## config.mk

```make
export PLATFORM = sky130hd
export DESIGN_NAME = frame_replacement_selector
export DESIGN_NICKNAME = d
export VERILOG_FILES = /design/src/rtl/frs_pkg.sv /design/src/rtl/frs_ram.sv /design/src/rtl/frs_scan.sv /design/src/rtl/frame_replacement_selector.sv
export SDC_FILE = /design/constraint.sdc
export NUM_CORES = 1
export LEC_CHECK = 0
export BUFFER_PORTS_ARGS = -buffer_cell sky130_fd_sc_hd__buf_2
export CORE_MARGIN = 3
export CORE_UTILIZATION = 58
export CTS_CLUSTER_DIAMETER = 80
export CTS_CLUSTER_SIZE = 8
export DETAILED_ROUTE_END_ITERATION = 8
export PLACE_DENSITY = 0.85
export SLEW_MARGIN = 10
export SYNTH_ARGS = -nofsm -noshare
export SYNTH_HDL_FRONTEND = slang
export SYNTH_SLANG_ARGS = --single-unit
```

## constraint.sdc

```tcl
create_clock -name clk_i -period 8.6 [get_ports clk_i]
set_input_delay 1.72 -clock clk_i [delete_from_list [all_inputs] [get_ports clk_i]]
set_output_delay 1.72 -clock clk_i [all_outputs]
set_load 0.02 [all_outputs]
```

## src/rtl/frs_pkg.sv

```systemverilog
// Package for the frame replacement selector.
// Holds the frame count, field widths, policy codes, state codes and the scan control struct.
// No dependencies.
package frs_pkg;

  // Number of physical frames tracked by the selector.
  localparam int unsigned NUM_FRAMES = 16;

  // Index width for one frame, and counter width that can also hold NUM_FRAMES.
  localparam int unsigned FRAME_W = (NUM_FRAMES > 1) ? $clog2(NUM_FRAMES) : 1;
  localparam int unsigned CNT_W   = FRAME_W + 1;

  // Field widths.
  localparam int unsigned IDX_W    = 4;
  localparam int unsigned COUNT_W  = 16;
  localparam int unsigned STAMP_W  = 32;
  localparam int unsigned ENTRY_W  = COUNT_W + STAMP_W;

  // Saturation limits.
  localparam logic [COUNT_W-1:0] COUNT_LIMIT = '1;
  localparam logic [STAMP_W-1:0] STAMP_LIMIT = 32'h7FFF_FFFF;

  // Replacement policy codes.
  typedef enum logic [1:0] {
    POL_LEAST_RECENT = 2'd0,
    POL_MOST_RECENT  = 2'd1,
    POL_LEAST_USED   = 2'd2,
    POL_MOST_USED    = 2'd3
  } policy_e;

  // Request modes.
  typedef enum logic {
    MODE_REPLACE = 1'b0,
    MODE_RELEASE = 1'b1
  } mode_e;

  // Sequencer states.
  typedef enum logic [2:0] {
    ST_IDLE  = 3'b001,
    ST_SCAN  = 3'b010,
    ST_WRITE = 3'b100
  } state_e;

  // Control from the sequencer to the shared compare unit.
  typedef struct packed {
    logic sample;  // a frame key is presented this cycle
    logic first;   // the presented key belongs to frame 0
  } scan_ctrl_t;

endpackage

```

## src/rtl/frs_ram.sv

```systemverilog
// Generic single-write, single-read RAM with registered read data.
// Used for the per-frame use count and load stamp table. No dependencies.
module frs_ram #(
  parameter int unsigned WIDTH = 8,
  parameter int unsigned DEPTH = 16
) (
  input  logic                                     clk_i,
  input  logic                                     we_i,
  input  logic [((DEPTH > 1) ? $clog2(DEPTH) : 1)-1:0] waddr_i,
  input  logic [WIDTH-1:0]                         wdata_i,
  input  logic [((DEPTH > 1) ? $clog2(DEPTH) : 1)-1:0] raddr_i,
  output logic [WIDTH-1:0]                         rdata_o
);

  logic [WIDTH-1:0] mem_q [DEPTH];
  logic [WIDTH-1:0] rdata_q;

  // Write port and registered read port.
  always_ff @(posedge clk_i) begin
    if (we_i) begin
      mem_q[waddr_i] <= wdata_i;
    end
    rdata_q <= mem_q[raddr_i];
  end

  assign rdata_o = rdata_q;

endmodule

```

## src/rtl/frs_scan.sv

```systemverilog
// Shared compare unit of the frame replacement selector.
// Keeps the best key and frame index seen so far during a scan; uses frs_pkg.
module frs_scan (
  input  logic                            clk_i,
  input  logic                            rst_ni,
  input  frs_pkg::scan_ctrl_t             ctrl_i,
  input  logic [1:0]                      policy_i,
  input  logic [frs_pkg::COUNT_W-1:0]     use_count_i,
  input  logic [frs_pkg::STAMP_W-1:0]     load_stamp_i,
  input  logic [frs_pkg::FRAME_W-1:0]     frame_i,
  output logic [frs_pkg::FRAME_W-1:0]     best_frame_o
);
  import frs_pkg::*;

  logic               by_stamp;
  logic               want_max;
  logic [STAMP_W-1:0] key;
  logic [STAMP_W-1:0] best_key_q, best_key_d;
  logic [FRAME_W-1:0] best_frame_q, best_frame_d;
  logic               take;

  // Select the key under the policy: stamp for recency, use count otherwise.
  assign by_stamp = (policy_i == POL_LEAST_RECENT) || (policy_i == POL_MOST_RECENT);
  assign want_max = (policy_i == POL_MOST_RECENT) || (policy_i == POL_MOST_USED);
  assign key      = by_stamp ? load_stamp_i : STAMP_W'(use_count_i);

  // One comparator; strict compare keeps ties on the lower index.
  always_comb begin
    take = 1'b0;
    if (ctrl_i.sample) begin
      if (ctrl_i.first) begin
        take = 1'b1;
      end else if (want_max) begin
        take = key > best_key_q;
      end else begin
        take = key < best_key_q;
      end
    end
    best_key_d   = take ? key : best_key_q;
    best_frame_d = take ? frame_i : best_frame_q;
  end

  always_ff @(posedge clk_i or negedge rst_ni) begin
    if (!rst_ni) begin
      best_frame_q <= '0;
    end else begin
      best_frame_q <= best_frame_d;
    end
  end

  always_ff @(posedge clk_i) begin
    best_key_q <= best_key_d;
  end

  assign best_frame_o = best_frame_q;

endmodule

```

## src/rtl/frame_replacement_selector.sv

```systemverilog
// Top level of the frame replacement selector: sequencer, valid bits, stamp counter.
// Depends on frs_pkg, frs_ram and frs_scan.
//
// A replace transaction passes from acceptance through the scan state and the
// write state until the block is ready again: the sequencer reads one frame a
// cycle from the counter table through its single read port, the shared
// comparator folds each key into the running best in the cycle after its read,
// and the write state writes the victim's new use count and load stamp back. A release
// transaction completes in the accepting cycle and the block stays ready. The
// result is held in an output register; a write-back waits only if the previous
// result has not yet been taken. Frames start out and return to zero counters by
// means of per-frame valid bits, so no clearing pass is needed after reset.
module frame_replacement_selector (
  input  logic                          clk_i,
  input  logic                          rst_ni,
  // Configuration write channel.
  input  logic                          cfg_valid_i,
  output logic                          cfg_ready_o,
  input  logic [1:0]                    cfg_policy_i,
  // Request channel.
  input  logic                          in_valid_i,
  output logic                          in_ready_o,
  input  logic                          mode_i,
  input  logic [frs_pkg::IDX_W-1:0]     frame_index_i,
  input  logic [frs_pkg::COUNT_W-1:0]   carried_use_count_i,
  // Result channel.
  output logic                          out_valid_o,
  input  logic                          out_ready_i,
  output logic [frs_pkg::IDX_W-1:0]     victim_frame_o
);
  import frs_pkg::*;

  state_e              state_q, state_d;
  logic [1:0]          policy_q;
  logic [NUM_FRAMES-1:0] valid_q;
  logic [STAMP_W-1:0]  stamp_q;
  logic [COUNT_W-1:0]  new_count_q;
  logic [CNT_W-1:0]    cnt_q;
  logic                rd_vld_q;
  logic [FRAME_W-1:0]  rd_frame_q;
  logic                ent_vld_q;
  logic                out_valid_q;
  logic [IDX_W-1:0]    victim_q;

  logic                in_fire;
  logic                issue;
  logic                last_cmp;
  logic                write_go;
  logic                rel_hit;
  logic [FRAME_W-1:0]  rel_frame;
  logic [FRAME_W-1:0]  best_frame;
  logic [ENTRY_W-1:0]  rd_entry;
  logic [ENTRY_W-1:0]  wr_entry;
  logic [COUNT_W-1:0]  rd_count;
  logic [STAMP_W-1:0]  rd_stamp;
  scan_ctrl_t          scan_ctrl;

  // Handshakes.
  assign cfg_ready_o = 1'b1;
  assign in_ready_o  = (state_q == ST_IDLE);
  assign in_fire     = in_valid_i && in_ready_o;
  assign out_valid_o = out_valid_q;
  assign victim_frame_o = victim_q;

  // Scan progress.
  assign issue    = (state_q == ST_SCAN) && (cnt_q < CNT_W'(NUM_FRAMES));
  assign last_cmp = rd_vld_q && (rd_frame_q == FRAME_W'(NUM_FRAMES - 1));
  assign write_go = (state_q == ST_WRITE) && (!out_valid_q || out_ready_i);

  // Release target, ignored when beyond the frame count.
  assign rel_hit   = (32'(frame_index_i) < 32'(NUM_FRAMES));
  assign rel_frame = FRAME_W'(frame_index_i);

  // Sequencer next state.
  always_comb begin
    state_d = state_q;
    case (state_q)
      ST_IDLE: begin
        if (in_fire && (mode_i == MODE_REPLACE)) begin
          state_d = ST_SCAN;
        end
      end
      ST_SCAN: begin
        if (last_cmp) begin
          state_d = ST_WRITE;
        end
      end
      ST_WRITE: begin
        if (write_go) begin
          state_d = ST_IDLE;
        end
      end
      default: state_d = ST_IDLE;
    endcase
  end

  // Control registers.
  always_ff @(posedge clk_i or negedge rst_ni) begin
    if (!rst_ni) begin
      state_q     <= ST_IDLE;
      policy_q    <= POL_LEAST_RECENT;
      valid_q     <= '0;
      stamp_q     <= '0;
      cnt_q       <= '0;
      rd_vld_q    <= 1'b0;
      out_valid_q <= 1'b0;
    end else begin
      state_q  <= state_d;
      rd_vld_q <= issue;
      if (cfg_valid_i && cfg_ready_o) begin
        policy_q <= cfg_policy_i;
      end
      if (in_fire) begin
        cnt_q <= '0;
      end else if (issue) begin
        cnt_q <= cnt_q + CNT_W'(1);
      end
      // A released frame reads as zero counters from now on.
      if (in_fire && (mode_i == MODE_RELEASE) && rel_hit) begin
        valid_q[rel_frame] <= 1'b0;
      end
      if (write_go) begin
        valid_q[best_frame] <= 1'b1;
        if (stamp_q < STAMP_LIMIT) begin
          stamp_q <= stamp_q + STAMP_W'(1);
        end
      end
      if (write_go) begin
        out_valid_q <= 1'b1;
      end else if (out_ready_i) begin
        out_valid_q <= 1'b0;
      end
    end
  end

  // Payload registers.
  always_ff @(posedge clk_i) begin
    if (in_fire) begin
      new_count_q <= (carried_use_count_i == COUNT_LIMIT) ? COUNT_LIMIT
                                                          : carried_use_count_i + COUNT_W'(1);
    end
    rd_frame_q <= cnt_q[FRAME_W-1:0];
    ent_vld_q  <= valid_q[cnt_q[FRAME_W-1:0]];
    if (write_go) begin
      victim_q <= IDX_W'(best_frame);
    end
  end

  // Counter table: use count in the upper bits, load stamp in the lower.
  assign wr_entry = {new_count_q, stamp_q};

  frs_ram #(
    .WIDTH(ENTRY_W),
    .DEPTH(NUM_FRAMES)
  ) u_table (
    .clk_i  (clk_i),
    .we_i   (write_go),
    .waddr_i(best_frame),
    .wdata_i(wr_entry),
    .raddr_i(cnt_q[FRAME_W-1:0]),
    .rdata_o(rd_entry)
  );

  // An entry never loaded since reset or release reads as zero.
  assign rd_count = ent_vld_q ? rd_entry[ENTRY_W-1:STAMP_W] : '0;
  assign rd_stamp = ent_vld_q ? rd_entry[STAMP_W-1:0] : '0;

  assign scan_ctrl.sample = rd_vld_q;
  assign scan_ctrl.first  = (rd_frame_q == '0);

  frs_scan u_scan (
    .clk_i       (clk_i),
    .rst_ni      (rst_ni),
    .ctrl_i      (scan_ctrl),
    .policy_i    (policy_q),
    .use_count_i (rd_count),
    .load_stamp_i(rd_stamp),
    .frame_i     (rd_frame_q),
    .best_frame_o(best_frame)
  );

endmodule

```

Word-level counts from Yosys, hierarchy flattened
Memory sizes are Yosys's and may differ from the RTL's. A register that Yosys moved wholly into a read port is not among the register bits.
Cells that the tools add are included.

cells by class
  add/sub/neg operators = 3
  order comparisons = 9
  equality and inequality tests = 10
  mux-type cells = 24
  bitwise operators = 4
  reductions and logical operators = 18

operator list
  cell                                                                             number
  32-bit 2-to-1 mux                                                                2
  16-bit 2-to-1 mux                                                                3
  32-bit by 1-bit adder with 32-bit output (second input constant)                 1
  32-bit greater-than comparator                                                   1
  32-bit by 31-bit less-than comparator with 1-bit output (second input constant)  1
  32-bit less-than comparator                                                      1
  16-bit by 1-bit adder with 16-bit output (second input constant)                 1
  16-bit bitwise AND                                                               1
  16-bit == test (second input constant)                                           1
  16-bit inverter                                                                  1
  16-bit OR                                                                        1
  4-bit by 5-bit less-than comparator with 1-bit output (second input constant)    3
  1-bit 2-to-1 mux                                                                 10
  5-bit 2-to-1 mux                                                                 2
  3-bit 2-to-1 mux                                                                 3
  3-bit one-hot mux with 3 select lines                                            1
  1-bit demux with 4-bit select                                                    2
  4-bit by 1-bit >= comparator with 1-bit output (second input constant)           2
  1-bit logical AND                                                                8
  5-bit by 1-bit adder with 5-bit output (second input constant)                   1
  5-bit less-than comparator (second input constant)                               1
  1-bit binary-select mux with 4-bit select                                        1
  4-bit == test (second input constant)                                            1
  4-bit zero test                                                                  1
  14 further kinds                                                                 18

storage, ports and cells
  register bits = 121
  memory bits (writable) = 768
  output and inout bits = 7
  word-level logic and storage cells = 82
  memories = 1

memories
  memory         depth  bits a word  read ports  clocked after memory_dff  wr ports  line           source
  u_table.mem_q  16     48           1           1                         1         frs_ram.sv:15  logic [WIDTH-1:0] mem_q [DEPTH];

Depth between registers and ports, before layout
Gate-level depths: netlist of the first run.

  word-level depth = 9
  mapped depth = 12
  mapped depth without buffers = 10

Hierarchy
A second synthesis of the first run with hierarchy kept.

unflattened totals
  cells, all modules = 1,841
  area, all modules = 36,354.9 sq um

modules (own cells, without submodules)
  module                      times used  cells each  area an instance (sq um)
  frs_ram                     1           1,242       29,694.7
  frame_replacement_selector  1           406         4,380.5
  frs_scan                    1           193         2,279.7

Worst setup path after synthesis of the first run
OpenSTA, ideal clock, no wires.

  path kind = in2reg
  start = in out_ready_i
  end = mem u_table.mem_q[0][0] in the netlist's numbering (enable)
  library setup time = 515 ps
  arrival time = 5,810 ps
  setup slack = 2,274 ps
  stages on the path = 5
  buffers on the path = 1
  path through = nor2b_1 > or2_1 > buf_2 > or3_1 > nor3_1

between the ends
  cells in the longest elaborated chain, start to end = 4

ends and longest elaborated chain
  what                                    line                              source
  from (decl)                             frame_replacement_selector.sv:28  input logic out_ready_i,
  1-bit logical OR                        frame_replacement_selector.sv:68  assign write_go = (state_q == ST_WRITE) && (!out_valid_q || out_ready_i);
  1-bit logical AND                       frame_replacement_selector.sv:68
  1-bit 2-to-1 mux                        frs_ram.sv:20                     if (we_i) begin
  1-bit 2-to-1 mux (not written as such)  frs_ram.sv:21                     mem_q[waddr_i] <= wdata_i;
  to (decl)                               frs_ram.sv:15

No other way between the ends.

Final worst setup path of the first run
  start = reg ent_vld_q
  end = reg u_scan.best_key_q[19] (enable)

between the ends
  cells in the longest elaborated chain, start to end = 6
  elaborated cells between the ends (all ways) = 8

ends and longest elaborated chain
  what                                                                                  line                               source
  from (decl)                                                                           frame_replacement_selector.sv:41   logic ent_vld_q;
  from (signal assigned)                                                                frame_replacement_selector.sv:143  ent_vld_q <= valid_q[cnt_q[FRAME_W-1:0]];
  32-bit 2-to-1 mux *                                                                   frame_replacement_selector.sv:166  assign rd_stamp = ent_vld_q ? rd_entry[STAMP_W-1:0] : '0;
  32-bit 2-to-1 mux *                                                                   frs_scan.sv:25                     assign key = by_stamp ? load_stamp_i : STAMP_W'(use_count_i);
  via u_scan.key[25]                                                                    frs_scan.sv:17                     logic [STAMP_W-1:0] key;
  32-bit less-than comparator / 32-bit greater-than comparator (equally long branches)  frs_scan.sv:36, frs_scan.sv:34
  1-bit 2-to-1 mux *                                                                    frs_scan.sv:33                     end else if (want_max) begin
  1-bit 2-to-1 mux *                                                                    frs_scan.sv:31                     if (ctrl_i.first) begin
  1-bit 2-to-1 mux *                                                                    frs_scan.sv:30                     if (ctrl_i.sample) begin
  via u_scan.take                                                                       frs_scan.sv:20                     logic take;
  to (signal assigned)                                                                  frs_scan.sv:52                     best_key_q <= best_key_d;
  to (decl)                                                                             frs_scan.sv:18                     logic [STAMP_W-1:0] best_key_q, best_key_d;

The timed path passes the listed nets; every way through them passes the cells marked *.
A chain may end at the register's enable or synchronous reset.

==> impl_metrics.csv, run 1 <==
group,metric,value,unit
grt,grt_use_met1,37.0,%
pwr,ir_worst_vdd,0.173,mV
sta,worst_slew_pin_slew,1140,ps
die,start_util,59.0,%
place,hpwl,42.9,mm
cells_and_area,nNetsFinal,1883,
setup_path,cp.arrival,4730,ps
worst_hold_path,hold_path_class,"reg -> reg",
cts,ctsLongestPathBuffers,3,
sta,slew_headroom,24.1,%
drt,drc,0,
logic_synthesis,synth_cells,1690,
sta,slew_viol_final,0,
cts,cts_root_buf,"clkbuf_16",
grt,grt_first_pass_wirelength,132,mm
logic_synthesis,synthMuxAreaShare,15.9,%
sta,fin_crit_sh,51.0,%
place,pre_cts_slack,4170,ps
die,core_area,60800,µm²
logic_synthesis,yosysSeqAreaShare,76.0,%
sta,finalHoldViolations,0,
cts,ctsHoldBuffers,0,
cts,cts_resized,0,
logic_synthesis,syn_nets,1753,
cells_and_area,syn_to_final_growth,14.4,%
grt,track_usage,28.7,%
setup_path,cp.required,8950,ps
flow_run,maxCapViolCount,0,
cells_and_area,drive_above_1_share,25.5,%
logic_synthesis,synthTopCellsByArea,"edfxtp_1 69%, mux4_2 15%, dfrtp_1 4.4%, dfxtp_1 3.0%, ha_1 1.2%",
cells_and_area,n_fill_cell,3329,
cells_and_area,final_cell_mix,"820 x edfxtp_1, 245 x mux4_2, 140 x clkbuf_16",
logic_synthesis,async_reset_ff_share,6.83,%
cts,cts_tree,"built",
logic_synthesis,synth_warnings,0,
grt,grt-ovfl-total,0,
cts,cts.sinks,937,
pwr,power.total,10.4,mW
die,rows,90,
logic_synthesis,yosysTopAreaCell,"edfxtp_1",
setup_path,end_kind,"register",
grt,grtUsageMet3,8.21,%
logic_synthesis,synthDistinctLibCells,55,
sta,setup_ws,4220,ps
logic_synthesis,synth_xor_area_share,1.00,%
die,die_x,255,µm
drt,routedWlPerCell,33.2,µm
cts,htreeDepth,4,
logic_synthesis,synth-main-ff-cell,"edfxtp_1",
cts,cts_buffers,135,
setup_path,crit_fanout,32,
place,io_buffer_count,33,
setup_path,critPathKind,"reg -> reg",
cts,post_cts_buffers,0,
logic_synthesis,synth_edf_count,820,
sta,setup_viol,0,
die,die_area,64900,µm²
logic_synthesis,syn_area_per_cell,21.2,µm²
grt,grt_pass1_vias,19400,
logic_synthesis,synth-seq-cells,937,
logic_synthesis,synth_top_family_by_area,"multiplexers",
grt,grt_start_max_net_pins,113,
place,gp_congestion,0.821,
grt,antenna_found_initial,8,
drt,ant_nets,0,
die,ios,35,
grt,grt_busiest_layer,"met2",
pwr,powerDensity,255,nW/µm²
sta,max_freq,228,MHz
logic_synthesis,yosys.area_share.simple,3.44,%
drt,drtPass1Iterations,6,
grt,use_met2,46.3,%
die,dieHeight,255,µm
setup_path,cp-start-kind,"register",
drt,via_per_inst,6.89,
pwr,p_leak,13.0,nW
cts,cts.clk_slew.worst_paths,50,ps
sta,fin_crit,4380,ps
logic_synthesis,netlist.area_leader.share,68.6,%
sta,fin_tns_setup,0,ps
drt,route.vias.total,18600,
drt,drt-initial-drc-count,2590,
sta,finClkSkew,30.3,ps
drt,drt_wl_total,89.7,mm
logic_synthesis,synth.cell_area,35900,µm²
logic_synthesis,synth-compound-area-share,1.21,%
outcome,status,"complete, no violations",
setup_path,reg2reg_setup_slack,4220,ps
sta,rsz0062_at_grt,"false",
logic_synthesis,synth-adder-area-share,1.22,%
cts,clock_latency,720,ps
cells_and_area,final_common_cell,"edfxtp_1",
## cell type report
cell class | count | area, µm² | area share (%)
timing repair buffer | 60 | 383 | 0.933
clock buffer | 221 | 3810 | 9.28
clock inverter | 10 | 110 | 0.268
sequential | 937 | 27300 | 66.5
multi-input combinational | 647 | 8300 | 20.2
tap | 782 | 978 | 2.38
inverter | 39 | 146 | 0.357
antenna | 4 | 10.0 | 0.0244
## per-layer routing
metal  share of wire, %  vias up
met1                 34     9600
met4                4.2        6
met5              0.049        -
met3                 11      291
met2                 50     1515
li1                   -     7195
## state kept, by name (all words and copies together) (netlist names), 3 cells and up
signal / flops
cnt_q: 5
new_count_q: 16
victim_frame_o: 4
rd_frame_q: 4
u_table.rdata_o: 48
stamp_q: 32
u_table.mem_q: 768
state_q: 3
u_scan.best_key_q: 32
valid_q: 16
u_scan.best_frame_o: 4
## critical path, cell delays in order, from the launching register on
cell and delay [ps]:
dfxtp_1 590, nor2b_1 740, and2_1 270, ha_1 260
nand4_1 170, nor2_1 70, a221oi_1 360, o21ai_0 300
nor4b_2 670, nor2_1 90, nand2_1 100, buf_4 370
## stage by stage
stage / hold slack (ps) / std cells / instance area [µm²] / utilization [%]
2_1_floorplan: 345 / 1690 / 35900 / -
3_3_place_gp: 455 / 2465 / 37100 / 61.0
3_5_place_dp: 466 / 2465 / 37100 / 61.0
4_1_cts: 490 / 2696 / 41000 / 67.5
5_1_grt: 506 / 2697 / 41000 / 67.5
6_report: 492 / 2700 / 41000 / 67.5
## cell usage after synthesis, types with 3 or more instances
cell / number
xor2_1: 19
a31oi_1: 3
o21ai_0: 20
a21oi_1: 14
xnor2_1: 22
mux2i_1: 16
mux4_2: 245
edfxtp_1: 820
o31ai_1: 5
nor3_1: 12
dfxtp_1: 53
nor4_1: 3
clkbuf_1: 42
nor2_1: 47
ha_1: 35
and3_1: 6
nand3_1: 21
nand4_1: 17
dfrtp_1: 63
buf_1: 20
nand2_1: 59
buf_2: 4
inv_1: 39
a21o_1: 15
nand2b_1: 8
or3_1: 3
mux2_2: 4
and2_1: 20
nor2b_1: 22
## cell families after synthesis
logic type,after synthesis
adders and majority gates,35
muxes,265
DFF,937
and+or+nand+nor,237
xor gates and xnor gates,41
buffers and inverters,106
AOI/OAI and AO/OA,68
other,1
## path summary, 6_finish.rpt
kind | start | end | cells after the start
min reg2reg | valid_q[9] | valid_q[9] | 1
max | ent_vld_q | u_scan.best_key_q[19] | 11
max reg2reg | ent_vld_q | u_scan.best_key_q[19] | 11
min | valid_q[9] | valid_q[9] | 1
max in group asynchronous | rst_ni | cnt_q[0] | 1
min in group asynchronous | rst_ni | stamp_q[7] | 1
## power breakdown
group          switching, mW  internal [mW]  leakage (nW)
clock network           1.94           3.00          1.87
logic                  0.216          0.214          2.80
registers             0.0928           4.98          8.30
total                   2.25           8.20          13.0
(Power assumes the default switching activity.)
==> run 2, diff against run 1 <==
==> constraint.sdc (replaced) <==
create_clock -name clk_i -period 4.1 [get_ports clk_i]
set_input_delay 0.82 -clock clk_i [delete_from_list [all_inputs] [get_ports clk_i]]
set_output_delay 0.82 -clock clk_i [all_outputs]
set_load 0.02 [all_outputs]
==> impl_metrics.csv, run 2 (synthesis gave the netlist of run 1 again) <==
group,metric,value,unit
outcome,status,"complete, no violations",
die,rows,90,
pwr,powerDensity,530,nW/µm²
cells_and_area,final_common_cell,"edfxtp_1",
place,dpl.cell_count,2497,
setup_path,end_kind,"register",
cts,cts.clk_slew.worst_paths,50,ps
place,gp_congestion,0.789,
sta,setup_ws,187,ps
cts,clock_latency,710,ps
sta,fin_crit_sh,95.4,%
setup_path,cp-start-kind,"register",
grt,grt_busiest_layer,"met2",
cts,cts_root_buf,"clkbuf_16",
sta,fin_tns_setup,0,ps
cts,ctsLongestPathBuffers,3,
sta,max_freq,256,MHz
cts,cts_tree,"built",
flow_run,maxCapViolCount,0,
drt,routedWlPerCell,32.2,µm
die,die_x,255,µm
sta,setup_viol,0,
drt,drt-initial-drc-count,2615,
drt,drtPass1Iterations,7,
sta,worst_slew_pin_slew,896,ps
drt,drc,0,
cells_and_area,nNetsFinal,1915,
grt,grt_first_pass_wirelength,131,mm
setup_path,crit_fanout,32,
cells_and_area,drive_above_1_share,26.6,%
cells_and_area,syn_to_final_growth,15.7,%
place,placed_area,37500,µm²
cells_and_area,fin_area,41500,µm²
worst_hold_path,hold_path_class,"in -> async",
cts,post_cts_buffers,0,
die,dieHeight,255,µm
cells_and_area,final_cell_mix,"820 x edfxtp_1, 245 x mux4_2, 140 x clkbuf_16",
sta,slew_viol_final,0,
place,hpwl,43.5,mm
die,ios,35,
pwr,ir_worst_vdd,0.318,mV
grt,use_met2,46.2,%
place,io_buffer_count,33,
grt,antenna_found_initial,2,
setup_path,cp.required,4470,ps
drt,ant_nets,0,
grt,grtUsageMet3,6.78,%
cells_and_area,top_register,"u_table.mem_q",
sta,slew_headroom,39.8,%
grt,track_usage,28.3,%
cts,htreeDepth,4,
cells_and_area,final_core_util,68.3,%
sta,rsz0062_at_grt,"false",
setup_path,cp.arrival,4280,ps
setup_path,critPathKind,"reg -> reg",
cts,cts_buffers,135,
sta,whs,189,ps
grt,grt-ovfl-total,0,
grt,grt_start_max_net_pins,67,
sta,finalHoldViolations,0,
cells_and_area,antenna_cells,0,
grt,grt_use_met1,36.8,%
place,pre_cts_slack,224,ps
pwr,power.total,22.0,mW
cts,cts.sinks,937,
drt,via_per_inst,6.79,
drt,drt_wl_total,88.2,mm
pwr,p_leak,13.1,nW
die,core_area,60800,µm²
sta,finClkSkew,30.3,ps
drt,route.vias.total,18600,
sta,fin_crit,3910,ps
cells_and_area,layoutNonFillerInstCount,2737,
die,die_area,64900,µm²
die,start_util,59.0,%
grt,grt_pass1_vias,19800,
cells_and_area,largest_reg_flops,768,
==> run 2: cell count changes in the layout (fill, tap and decap cells not counted) <==
cell and delta:
buf_4 +17, buf_12 +14, clkbuf_1 +10, diode_2 -4
nor3_2 -4, nor3_4 +4, inv_6 -2, buf_6 +1
inv_16 +1, nor2b_1 -1, nor2b_2 +1, nor4_1 -1
nor4_2 +1
==> run 2: metal layers <==
metal / part of all wire (%) / vias up
met5: 0.029 / -
met4: 4.3 / 4
met3: 9.8 / 297
met2: 51 / 1386
met1: 35 / 9656
li1: - / 7249
==> run 2: cell type report <==
| type | instances | area [µm²] |
|---|---|---|
| timing repair buffer | 92 | 802 |
| tap | 782 | 978 |
| clock buffer | 231 | 3840 |
| sequential | 937 | 27300 |
| clock inverter | 9 | 113 |
| inverter | 39 | 146 |
| multi-input combinational | 647 | 8340 |
| fill | 3297 | 19300 |
==> run 2: worst paths after layout <==
check                             from               endpoint  slack (ps)  depth (start not counted)
max                        policy_q[1]  u_scan.best_key_q[30]         190                         12
min                             rst_ni            stamp_q[12]         190                          1
max reg2reg                policy_q[1]  u_scan.best_key_q[30]         190                         12
min reg2reg                 valid_q[5]             valid_q[5]         480                          1
max in group asynchronous       rst_ni            stamp_q[27]        3170                          2
min in group clk_i          in_valid_i             state_q[0]         320                          2
==> run 2: worst max-delay path: stages, from the launching register on <==
cell	delay [ps]
dfrtp_1	360
buf_4	350
mux2i_1	310
nor2b_1	110
ha_1	340
nand3_1	160
nor4_2	420
o21ai_0	210
a41oi_1	350
o2111a_1	400
nor2_1	100
nand2_1	120
buf_6	310
==> run 2: repair_timing <==
item / CTS / global route
gates resized for setup: 0 / 3
endpoints found under the setup margin: 0 / 32
hold buffers: 0 / 0
==> run 2: power by group <==
| part | switching (mW) | internal [mW] |
|---|---|---|
| clock | 4.00 | 6.33 |
| combinational | 0.529 | 0.542 |
| sequential | 0.144 | 10.5 |
==> run 3, diff against run 2 <==
==> constraint.sdc (replaced) <==
create_clock -name clk_i -period 4.7 [get_ports clk_i]
set_input_delay 0.94 -clock clk_i [delete_from_list [all_inputs] [get_ports clk_i]]
set_output_delay 0.94 -clock clk_i [all_outputs]
set_load 0.02 [all_outputs]
==> impl_metrics.csv, run 3 (synthesis gave the netlist of run 1 again) <==
group,metric,value,unit
sta,setup_viol,0,
die,start_util,59.0,%
cts,htreeDepth,4,
grt,track_usage,29.9,%
drt,drc,0,
cts,cts_resized,0,
grt,antenna_found_initial,4,
grt,grt_start_max_net_pins,76,
drt,drtPass1Iterations,7,
place,io_buffer_count,33,
setup_path,end_kind,"register",
cts,cts_tree,"built",
sta,fin_tns_setup,0,ps
setup_path,worstReg2RegEnd,"u_scan.best_key_q[2]",
sta,rsz0062_at_grt,"false",
place,hpwl,43.4,mm
pwr,power.total,19.3,mW
cts,cts_root_buf,"clkbuf_16",
grt,grt_pass1_vias,19700,
sta,worst_slew_pin_slew,1070,ps
die,core_area,60800,µm²
cts,cts.clk_slew.worst_paths,50,ps
setup_path,critPathKind,"reg -> reg",
place,gp_congestion,0.761,
sta,finClkSkew,35.1,ps
flow_run,maxCapViolCount,0,
grt,grt_first_pass_wirelength,137,mm
cells_and_area,syn_to_final_growth,15.4,%
sta,fin_crit,4240,ps
sta,fin_crit_sh,90.2,%
setup_path,cp-start-kind,"register",
outcome,status,"complete, no violations",
cells_and_area,largest_reg_flops,768,
sta,slew_viol_final,0,
cts,ctsLongestPathBuffers,3,
worst_hold_path,hold_path_class,"in -> async",
cells_and_area,nNetsFinal,1896,
die,ios,35,
cells_and_area,final_core_util,68.1,%
setup_path,timing.rr.start,"ent_vld_q",
cells_and_area,n_fill_cell,3327,
cells_and_area,drive_above_1_share,25.9,%
cells_and_area,final_common_cell,"edfxtp_1",
sta,finalHoldViolations,0,
place,dpl.cell_count,2478,
sta,max_freq,236,MHz
die,rows,90,
grt,grt-ovfl-total,0,
setup_path,reg2reg_depth,11,
sta,slew_headroom,28.6,%
drt,drt-initial-drc-count,2917,
die,die_area,64900,µm²
cts,ctsHoldBuffers,0,
cells_and_area,final_cell_mix,"820 x edfxtp_1, 245 x mux4_2, 142 x clkbuf_16",
cts,post_cts_buffers,0,
pwr,p_leak,13.2,nW
setup_path,cp.arrival,4590,ps
pwr,powerDensity,465,nW/µm²
pwr,ir_worst_vdd,0.326,mV
drt,drt_wl_total,93.3,mm
sta,whs,356,ps
drt,via_per_inst,7.00,
cts,clock_latency,720,ps
drt,ant_nets,0,
setup_path,reg2reg_setup_slack,460,ps
drt,routedWlPerCell,34.4,µm
cells_and_area,top_register,"u_table.mem_q",
setup_path,cp.required,5050,ps
cells_and_area,layoutNonFillerInstCount,2716,
drt,route.vias.total,19000,
die,dieHeight,255,µm
cts,cts_buffers,135,
setup_path,crit_fanout,32,
cts,cts.sinks,937,
die,die_x,255,µm
run 3: cell count changes in the layout (fill, tap and decap cells not counted):
| cell | previous run | this run |
|---|---|---|
| clkbuf_1 | 91 | 85 |
| diode_2 | 0 | 3 |
| buf_4 | 44 | 25 |
| nor4_2 | 3 | 2 |
| nor2b_2 | 1 | 0 |
| buf_12 | 15 | 16 |
| clkbuf_16 | 140 | 142 |
| inv_6 | 4 | 3 |
| buf_6 | 1 | 0 |
| nor4_1 | 2 | 3 |
| nor2b_1 | 21 | 22 |
run 3: worst max-delay path by stage:
stage / startpoint / end / slack (ps) / cells after the start
3_3_place_gp: ent_vld_q / u_scan.best_key_q[20] / 760 / 11
5_1_grt: ent_vld_q / u_scan.best_key_q[8] / 110 / 11
6_report: ent_vld_q / u_scan.best_key_q[2] / 460 / 11
3_5_place_dp: ent_vld_q / u_scan.best_key_q[17] / 600 / 11
4_1_cts: ent_vld_q / u_scan.best_key_q[1] / 500 / 11
2_1_floorplan: out_ready_i / u_table.mem_q[1][0] / 480 / 5
run 3: area by class of cell:
class / instances / area (µm²) / area share, %
Tap cell: 782 / 978 / 2.36
Sequential cell: 937 / 27300 / 65.9
Multi-Input combinational cell: 647 / 8330 / 20.1
Antenna cell: 3 / 7.51 / 0.0181
Timing Repair Buffer: 73 / 668 / 1.61
Clock inverter: 8 / 104 / 0.251
Clock buffer: 227 / 3870 / 9.35
Inverter: 39 / 146 / 0.354
run 3: through the flow:
step | setup slack [ps] | cell area [µm²]
after floorplan | 477 | 35900
after detailed placement | 604 | 37400
final | 462 | 41400
after global routing | 110 | 41400
after CTS | 500 | 41400
after global placement | 764 | 37400
run 3: metal layers:
| metal | GRT usage, % | routed length (µm) | part of all wire (%) |
|---|---|---|---|
| met1 | 37.8 | 31600 | 34 |
| met2 | 48.1 | 46300 | 50 |
| met3 | 7.77 | 10200 | 11 |
| met4 | 16.1 | 5190 | 5.6 |
| met5 | 0 | 0 | 0 |
run 3: worst max-delay path, stage by stage (launching register included):
cell and delay, ps:
dfxtp_1 640, nor2b_1 730, and2_1 260, ha_1 260, a21o_1 180, a21o_1 180, a221oi_1 260, o21ai_0 200
nor4b_2 620, nor2_1 80, nand2_1 90, buf_4 370
run 3: where the power goes:
part / internal, mW / switching (mW)
registers: 9.12 / 0.167
logic: 0.394 / 0.414
clock network: 5.57 / 3.59
